`src/rtl/ppc_pkg.sv`:
```
// ----------------------------------------------------------------------------
// Parity and primality classifier package
// Types and constants of the classifier top level; the status type is also
// used by its remainder unit.
// ----------------------------------------------------------------------------
`default_nettype none

package ppc_pkg;

   // The smallest trial divisor. Two is tried first, then the odd numbers.
   localparam int unsigned FIRST_DIVISOR = 2;

   // Sequencer states of the classifier.
   typedef enum logic [1:0] {
      ST_IDLE,
      ST_START,
      ST_WAIT,
      ST_FINISH
   } ppc_state_type;

   // Status that the remainder unit reports to the sequencer.
   typedef struct packed {
      logic busy;           // a division is in progress
      logic done;           // one-cycle pulse: quotient and remainder are final
      logic rem_zero;       // remainder is zero
      logic bound_exceeded; // divisor is greater than the quotient
   } ppc_div_status_type;

endpackage

`default_nettype wire

```
`src/rtl/ppc_req_if.sv`:
```
// ----------------------------------------------------------------------------
// Classifier request channel
// Valid/ready channel that carries one signed integer per transfer.
// ----------------------------------------------------------------------------
`default_nettype none

interface ppc_req_if #(
   parameter int VALUE_WIDTH = 32
);
   logic                          valid;
   logic                          ready;
   logic signed [VALUE_WIDTH-1:0] value;

   modport source (output valid, output value, input ready);
   modport sink   (input valid, input value, output ready);
endinterface

`default_nettype wire

```
`src/rtl/ppc_rsp_if.sv`:
```
// ----------------------------------------------------------------------------
// Classifier response channel
// Valid/ready channel that carries the even and prime flags per transfer.
// ----------------------------------------------------------------------------
`default_nettype none

interface ppc_rsp_if;
   logic valid;
   logic ready;
   logic is_even;
   logic is_prime;

   modport source (output valid, output is_even, output is_prime, input ready);
   modport sink   (input valid, input is_even, input is_prime, output ready);
endinterface

`default_nettype wire

```
`src/rtl/ppc_rem_unit.sv`:
```
// ----------------------------------------------------------------------------
// Bit-serial remainder unit
// Restoring division that takes one dividend bit per cycle. After
// VALUE_WIDTH steps it reports whether the remainder is zero and whether the
// divisor exceeds the quotient.
// ----------------------------------------------------------------------------
`default_nettype none

module ppc_rem_unit import ppc_pkg::*; #(
   parameter int VALUE_WIDTH = 32
) (
   input  wire logic                   clock,
   input  wire logic                   reset,
   input  wire logic                   start,
   input  wire logic [VALUE_WIDTH-1:0] dividend,
   input  wire logic [VALUE_WIDTH-1:0] divisor,
   output ppc_div_status_type          status
);

   localparam int CNT_WIDTH = $clog2(VALUE_WIDTH);

   logic                   busy_ff,  busy_in;
   logic                   done_ff,  done_in;
   logic [CNT_WIDTH-1:0]   count_ff, count_in;
   logic [VALUE_WIDTH-1:0] rem_ff,   rem_in;
   logic [VALUE_WIDTH-1:0] quot_ff,  quot_in;

   logic [VALUE_WIDTH:0]   trial;
   logic [VALUE_WIDTH:0]   diff;
   logic                   fits;

   // One restoring step: shift the next dividend bit into the partial
   // remainder and subtract the divisor when it fits.
   assign trial = {rem_ff, quot_ff[VALUE_WIDTH-1]};
   assign diff  = trial - {1'b0, divisor};
   assign fits  = trial >= {1'b0, divisor};

   // The quotient register starts as the dividend and fills with quotient
   // bits from the right as the dividend bits leave on the left.
   always_comb begin
      busy_in  = busy_ff;
      done_in  = 1'b0;
      count_in = count_ff;
      rem_in   = rem_ff;
      quot_in  = quot_ff;
      if (start) begin
         busy_in  = 1'b1;
         count_in = CNT_WIDTH'(VALUE_WIDTH - 1);
         rem_in   = '0;
         quot_in  = dividend;
      end else if (busy_ff) begin
         rem_in   = fits ? diff[VALUE_WIDTH-1:0] : trial[VALUE_WIDTH-1:0];
         quot_in  = {quot_ff[VALUE_WIDTH-2:0], fits};
         count_in = count_ff - CNT_WIDTH'(1);
         if (count_ff == '0) begin
            busy_in = 1'b0;
            done_in = 1'b1;
         end
      end
   end

   // Control registers.
   always_ff @(posedge clock) begin
      if (reset) begin
         busy_ff <= 1'b0;
         done_ff <= 1'b0;
      end else begin
         busy_ff <= busy_in;
         done_ff <= done_in;
      end
   end

   // Datapath registers.
   always_ff @(posedge clock) begin
      count_ff <= count_in;
      rem_ff   <= rem_in;
      quot_ff  <= quot_in;
   end

   // Status toward the sequencer.
   always_comb begin
      status.busy           = busy_ff;
      status.done           = done_ff;
      status.rem_zero       = (rem_ff == '0);
      status.bound_exceeded = (divisor > quot_ff);
   end

endmodule

`default_nettype wire

```
`src/rtl/parity_and_primality_classifier.sv`:
```
// ----------------------------------------------------------------------------
// Parity and primality classifier
// Classifies one signed integer per request: even flag from the low bit,
// prime flag by trial division with a bit-serial remainder unit.
// ----------------------------------------------------------------------------
//
//   Channel    Direction  Payload                      Handshake
//   req_chan   in         value (VALUE_WIDTH, signed)  valid/ready
//   rsp_chan   out        is_even, is_prime            valid/ready
//
// Each trial divisor is one division in the shared bit-serial remainder
// unit. Divisors tried are 2 and then the odd numbers up to the square root
// of the value; negative values, zero and one skip the divisions. Reset is
// synchronous and leaves the block idle. A request is taken only when the
// classifier is idle; the result register lets the next request start while
// a finished result waits for its transfer.
// ----------------------------------------------------------------------------
`default_nettype none

module parity_and_primality_classifier import ppc_pkg::*; #(
   parameter int VALUE_WIDTH = 32
) (
   input wire logic clock,
   input wire logic reset,
   ppc_req_if.sink  req_chan,
   ppc_rsp_if.source rsp_chan
);

   ppc_state_type          state_ff,   state_in;
   logic [VALUE_WIDTH-1:0] value_ff,   value_in;
   logic [VALUE_WIDTH-1:0] divisor_ff, divisor_in;
   logic                   even_ff,    even_in;
   logic                   prime_ff,   prime_in;
   logic                   rsp_valid_ff, rsp_valid_in;
   logic                   rsp_even_ff,  rsp_even_in;
   logic                   rsp_prime_ff, rsp_prime_in;

   logic                   req_xfer;
   logic                   rsp_free;
   logic                   div_start;
   logic [VALUE_WIDTH-1:0] req_bits;
   logic                   req_trivial;
   ppc_div_status_type     div_status;

   // Shared remainder unit.
   ppc_rem_unit #(
      .VALUE_WIDTH (VALUE_WIDTH)
   ) u_rem_unit (
      .clock    (clock),
      .reset    (reset),
      .start    (div_start),
      .dividend (value_ff),
      .divisor  (divisor_ff),
      .status   (div_status)
   );

   assign req_bits    = req_chan.value;
   assign req_xfer    = req_chan.valid && req_chan.ready;
   assign rsp_free    = !rsp_valid_ff || rsp_chan.ready;
   // Negative values, zero and one are never prime.
   assign req_trivial = req_bits[VALUE_WIDTH-1] || (req_bits[VALUE_WIDTH-1:1] == '0);

   // Sequencer: accept, run trial divisions, hand the flags to the result
   // register.
   always_comb begin
      state_in     = state_ff;
      value_in     = value_ff;
      divisor_in   = divisor_ff;
      even_in      = even_ff;
      prime_in     = prime_ff;
      rsp_valid_in = rsp_valid_ff;
      rsp_even_in  = rsp_even_ff;
      rsp_prime_in = rsp_prime_ff;
      div_start    = 1'b0;

      if (rsp_valid_ff && rsp_chan.ready) begin
         rsp_valid_in = 1'b0;
      end

      case (state_ff)
         ST_IDLE: begin
            if (req_xfer) begin
               value_in   = req_bits;
               even_in    = !req_bits[0];
               prime_in   = 1'b0;
               divisor_in = VALUE_WIDTH'(FIRST_DIVISOR);
               state_in   = req_trivial ? ST_FINISH : ST_START;
            end
         end
         ST_START: begin
            div_start = 1'b1;
            state_in  = ST_WAIT;
         end
         ST_WAIT: begin
            if (div_status.done) begin
               if (div_status.bound_exceeded) begin
                  prime_in = 1'b1;
                  state_in = ST_FINISH;
               end else if (div_status.rem_zero) begin
                  prime_in = 1'b0;
                  state_in = ST_FINISH;
               end else begin
                  // After two, only odd divisors can be the smallest factor.
                  if (divisor_ff == VALUE_WIDTH'(FIRST_DIVISOR)) begin
                     divisor_in = divisor_ff + VALUE_WIDTH'(1);
                  end else begin
                     divisor_in = divisor_ff + VALUE_WIDTH'(2);
                  end
                  state_in = ST_START;
               end
            end
         end
         ST_FINISH: begin
            if (rsp_free) begin
               rsp_valid_in = 1'b1;
               rsp_even_in  = even_ff;
               rsp_prime_in = prime_ff;
               state_in     = ST_IDLE;
            end
         end
         default: begin
            state_in = ST_IDLE;
         end
      endcase
   end

   // State and control registers.
   always_ff @(posedge clock) begin
      if (reset) begin
         state_ff     <= ST_IDLE;
         rsp_valid_ff <= 1'b0;
      end else begin
         state_ff     <= state_in;
         rsp_valid_ff <= rsp_valid_in;
      end
   end

   // Datapath registers.
   always_ff @(posedge clock) begin
      value_ff     <= value_in;
      divisor_ff   <= divisor_in;
      even_ff      <= even_in;
      prime_ff     <= prime_in;
      rsp_even_ff  <= rsp_even_in;
      rsp_prime_ff <= rsp_prime_in;
   end

   // Channel outputs.
   assign req_chan.ready    = (state_ff == ST_IDLE);
   assign rsp_chan.valid    = rsp_valid_ff;
   assign rsp_chan.is_even  = rsp_even_ff;
   assign rsp_chan.is_prime = rsp_prime_ff;

   // A division is never started while the remainder unit is still busy.
   assert property (@(posedge clock) disable iff (reset)
      div_start |-> !div_status.busy)
      else $error("division started while remainder unit busy");

   // An accepted request either finishes at once or starts with divisor two.
   assert property (@(posedge clock) disable iff (reset)
      req_xfer |=> (state_ff == ST_FINISH) ||
                   (state_ff == ST_START && divisor_ff == VALUE_WIDTH'(FIRST_DIVISOR)))
      else $error("request did not start trial division at divisor two");

   // A negative value is never reported prime.
   assert property (@(posedge clock) disable iff (reset)
      (state_ff == ST_FINISH && value_ff[VALUE_WIDTH-1]) |-> !prime_ff)
      else $error("negative value flagged prime");

   // The unit reports completion only while the sequencer waits for it.
   assert property (@(posedge clock) disable iff (reset)
      div_status.done |-> (state_ff == ST_WAIT))
      else $error("division finished outside of the wait state");

endmodule

`default_nettype wire
```
`src/flat_wrapper.sv`:
```
// flat-port wrapper written by rule: the top's interface ports become plain ports
module parity_and_primality_classifier_flat import ppc_pkg::*;
#(
   parameter int VALUE_WIDTH = 32
)
  (clock, reset, req_chan_valid, req_chan_value, req_chan_ready, rsp_chan_valid, rsp_chan_is_even, rsp_chan_is_prime, rsp_chan_ready);
  ppc_req_if #(.VALUE_WIDTH(VALUE_WIDTH)) req_chan_i ();
  ppc_rsp_if rsp_chan_i ();
  input wire logic clock;
  input wire logic reset;
  input wire logic [$bits(req_chan_i.valid)-1:0] req_chan_valid;
  input wire logic [$bits(req_chan_i.value)-1:0] req_chan_value;
  output wire logic [$bits(req_chan_i.ready)-1:0] req_chan_ready;
  output wire logic [$bits(rsp_chan_i.valid)-1:0] rsp_chan_valid;
  output wire logic [$bits(rsp_chan_i.is_even)-1:0] rsp_chan_is_even;
  output wire logic [$bits(rsp_chan_i.is_prime)-1:0] rsp_chan_is_prime;
  input wire logic [$bits(rsp_chan_i.ready)-1:0] rsp_chan_ready;
  assign req_chan_i.valid = req_chan_valid;
  assign req_chan_i.value = req_chan_value;
  assign req_chan_ready = req_chan_i.ready;
  assign rsp_chan_valid = rsp_chan_i.valid;
  assign rsp_chan_is_even = rsp_chan_i.is_even;
  assign rsp_chan_is_prime = rsp_chan_i.is_prime;
  assign rsp_chan_i.ready = rsp_chan_ready;
  parity_and_primality_classifier #(.VALUE_WIDTH(VALUE_WIDTH)) u_core (.clock(clock), .reset(reset), .req_chan(req_chan_i), .rsp_chan(rsp_chan_i));
endmodule
```
`config.mk`:
```
export PLATFORM = sky130hd
export DESIGN_NAME = parity_and_primality_classifier_flat
export DESIGN_NICKNAME = d
export VERILOG_FILES = /design/src/rtl/ppc_pkg.sv /design/src/rtl/ppc_req_if.sv /design/src/rtl/ppc_rsp_if.sv /design/src/rtl/ppc_rem_unit.sv /design/src/rtl/parity_and_primality_classifier.sv /design/src/flat_wrapper.sv
export SDC_FILE = /design/constraint.sdc
export NUM_CORES = 1
export LEC_CHECK = 0
export BUFFER_PORTS_ARGS = -buffer_cell sky130_fd_sc_hd__buf_2
export CORE_ASPECT_RATIO = 0.7
export CORE_MARGIN = 1.5
export CORE_UTILIZATION = 30
export DETAILED_ROUTE_END_ITERATION = 10
export GPL_TIMING_DRIVEN = 1
export SYNTH_ARGS = -nofsm -noshare
export SYNTH_HDL_FRONTEND = slang
export SYNTH_HIERARCHICAL = 1
export SYNTH_SLANG_ARGS = --single-unit
```
`constraint.sdc`:
```
create_clock -name clock -period 8.8 [get_ports clock]
set_input_delay 1.32 -clock clock [delete_from_list [all_inputs] [get_ports clock]]
set_output_delay 1.32 -clock clock [all_outputs]
set_load 0.01 [all_outputs]
```
Yosys cells after proc, flatten, opt, wreduce, memory -nomap -nowiden
Index checks and enable logic that the tools add are counted.

Bits in registers: 142. Input port bits: 36. Output and inout port bits: 4. Logic and storage cells: 77.

Add/subtract/negate cells: 4. $lt $le $gt $ge: 2. Eq/ne operators: 10. Mux-type cells: 29. Bitwise operators: 1. Reductions and logical operators: 18.

Operator list (count): 32-bit 2-to-1 mux (8); 32-bit one-hot mux with 2 select lines (1); 33-bit by 32-bit greater-or-equal comparator with 1-bit output (1); 32-bit by 1-bit adder with 32-bit output (second input constant) (1); 32-bit by 2-bit adder with 32-bit output (second input constant) (1); 32-bit by 2-bit equality test with 1-bit output (second input constant) (1); 32-bit greater-than comparator (1); 32-bit zero test (1); 32-bit subtractor (1); 31-bit zero test (1); 1-bit 2-to-1 mux (12); 2-bit 2-to-1 mux (6); 2-bit inequality test (second input constant) (4); 2-bit one-hot mux with 4 select lines (1); 5-bit zero test (1); 5-bit AND reduction (1); 5-bit by 1-bit subtractor with 5-bit output (second input constant) (1); 2-bit equality test (second input constant) (2); 2-bit AND reduction (2); 4-bit AND reduction (1); 2-bit nonzero test (2); 3-bit by 1-bit inequality test with 1-bit output (second input constant) (1); 3-bit AND reduction (1); 3-bit OR reduction (1); other kinds (8) (11).

Logic depth before layout (Yosys ltp)
Depth in word-level cells: 6. Depth in mapped cells: 14. Mapped depth without buffers: 14.

Hierarchy
The synthesis kept the hierarchy.

By module, submodules not included: ppc_rem_unit (times used 1, cells each 713, area each 5816.8 um^2, sequential area each 1741.7 um^2); parity_and_primality_classifier (times used 1, cells each 254, area each 3223.1 um^2, sequential area each 2102.0 um^2).

Worst setup path after synthesis
OpenSTA, ideal clock, no wires.

Kind: flip-flop to flip-flop. Start: register u_core.divisor_ff[1]. End: register u_core.divisor_ff[0], enable pin. Arrival time: 3.754 ns. Slack: 4.614 ns. Cell stages (with the launch flop): 13. Clock period less this slack: 4.186 ns. Path through: edfxtp_1 -> ha_1 -> nor2b_1 -> o21a_1 -> o21a_1 -> o21a_1 -> o21ai_0 -> a21oi_1 -> nor4_1 -> nor2_1 -> nor2_1 -> nand3_1 -> a21oi_1.

RTL lines: start, declared (line parity_and_primality_classifier.sv:31) `logic [VALUE_WIDTH-1:0] divisor_ff, divisor_in;`; start signal, assigned (line parity_and_primality_classifier.sv:141) `divisor_ff <= divisor_in;`.

==> flow_summary.ini <==
[clocking]
cts_tree = yes
post_cts.repair.setup_buffers = 0
cts.path.max_buffers = 2
cts_max_level = 4
ctsHoldBuffers = 0
cts_resized = 0
cts.sinks = 142
path_clk_slew_ps = 60
numCtsBuffers = 17
insertion_delay_ps = 430
cts_root_buf = clkbuf_16

[power_and_ir_drop]
vdd_drop_max_mv = 0.159
clockPowerShare_pct = 24.7
total_power_uw = 2900
switching_share_pct = 39.6
pwr-share-comb_pct = 42.2
seq_power_share_pct = 33.1
p_int_uw = 1750
switching_power_uw = 1150
leakagePower_uw = 0.00389
powerDensity_mw_per_mm2 = 285

[drt]
drcViolationCount = 0
wirelength_um = 23500
vias = 7382
drtIter0Drc = 828
first_pass_iters = 5
ant_nets = 0
drt-wirelength-per-cell_um = 17.0
routed_via_density = 5.33

[timing]
finalSetupViolCount = 0
finalHoldViolCount = 0
clock_skew_ps = 12.5
min_period_ps = 3780
relSlewSlack_pct = 26.1
worstMarginPinSlew_ps = 1110
max_freq_ghz = 0.264
setup_tns_ps = 0
finalCritPeriodShare_pct = 43.0
maxSlewViolCount = 0
rsz0062_at_grt = false

[floorplan]
initial_core_util_pct = 30.9
die_h_um = 148
row_count = 52
core-area_mm2 = 0.0293
boundaryPins = 40
dieArea_mm2 = 0.0312
die_w_um = 210

[global_route]
grt_pass1_wl_um = 38900
grtUsageTotal_pct = 15.8
gr-total-overflow = 0
grt_pass1_vias = 7079
antenna_found_initial = 0
grt_max_degree = 78

[setup_path]
worstPathMaxFanout = 32
crit_family = compound AO/OA/AOI/OAI gates
crit_chain = ha_1 -> nor2b_1 -> o21a_1 -> o21a_1 -> o21a_1 -> o21ai_0 -> a21oi_1 -> nor4_1 -> nor2_1 -> nor2_1 -> nand3_1 -> a21oi_4
crit_path_frequent_cell = o21a_1
required_ps = 8840
startpoint_type = flip-flop
critPathSlowestCell = a21oi_4
worstSetupPathType = reg -> reg
arrival_ps = 3820
critical_path.max_stage_delay_ps = 890
endpoint_kind = flip-flop
worst-path-buf-inv = 0

[hold_path]
worstHoldPathType = reg -> reg

[run]
max-cap-violations = 0

[placement]
dp.final_hpwl_um = 17400
gp_congestion = 0.890
io_buffers = 39

[final_layout]
final_common_cell = edfxtp_1
layout-drive-gt1-share_pct = 9.23
fill_cells = 3027
fin_nets = 1100
final_cell_mix = edfxtp_1, nand2_1, nor2_1
n_antenna_cell = 0
area_growth_pct = 12.6

[logic_synthesis]
syn_inst = 966
yosysWarnings = 6
syn_nets = 1071
syn_area_per_cell_um2 = 9.35
synth_area_mm2 = 0.00903

[outcome]
outcome = finished clean
## per-stage QoR
step / utilization, % / setup slack (ps) / hold WS (ps) / area (um^2) / instances
after detailed placement: 32.8 / 5020 / 411 / 9590 / 1354
after floorplan: - / 4610 / 400 / 9030 / 966
after global routing: 34.7 / 4760 / 436 / 10200 / 1386
after CTS: 34.7 / 5000 / 425 / 10200 / 1386
after global placement: 32.8 / 5000 / 411 / 9590 / 1354
final: 34.7 / 5020 / 421 / 10200 / 1386
## worst register-to-register path, cell delays in order, from the launching register on
cell      delay (ps)
edfxtp_1         530
ha_1             370
nor2b_1          140
o21a_1           170
o21a_1           160
o21a_1           150
o21ai_0          150
a21oi_1          130
nor4_1           250
nor2_1           150
nor2_1           140
nand3_1          140
a21oi_4          890
## power groups by stage
stage	combinational, uW	clock (uW)	sequential [uW]
6_report	1220	716	961
5_1_grt	1360	766	978
4_1_cts	1210	731	958
3_5_place_dp	1200	0	970
3_3_place_gp	1190	0	969
2_1_floorplan	964	0	926
## path summary, 6_finish.rpt
path	slack [ps]	depth (start not counted)	to	start
max	5020	12	u_core/divisor_ff[14]	u_core/divisor_ff[1]
min reg2reg	420	0	u_core/rsp_chan.is_even	u_core/even_ff
max reg2reg	5020	12	u_core/divisor_ff[14]	u_core/divisor_ff[1]
min	420	0	u_core/rsp_chan.is_even	u_core/even_ff
## state kept, by name (all words and copies together), names as in the netlist
signal and cells:
u_core/divisor_ff 32, u_core/u_rem_unit/quot_ff 32, u_core/u_rem_unit/rem_ff 32, u_core/value_ff 32, u_core/u_rem_unit/count_ff 5, u_core/state_ff 2
u_core/even_ff 1, u_core/prime_ff 1, u_core/rsp_chan.is_even 1, u_core/rsp_chan.is_prime 1, u_core/rsp_chan.valid 1, u_core/u_rem_unit/busy_ff 1
u_core/u_rem_unit/done_ff 1
## layout make-up
type	count	area, um^2	area share (%)
inverter	82	308	3.03
clock inverter	12	140	1.38
sequential	142	3840	37.8
multi-input combinational	706	4720	46.4
clock buffer	20	437	4.29
tap	378	473	4.65
timing repair buffer	46	248	2.44
## metal layers
layer	track usage [%]	vias to the layer above	share of wire, %
met3	3.65	17	7.1
met1	25.1	3546	53
met2	21.2	234	39
li1	-	3585	-
met5	0	-	0
met4	3.61	0	0.82
(Power assumes the default switching activity.)
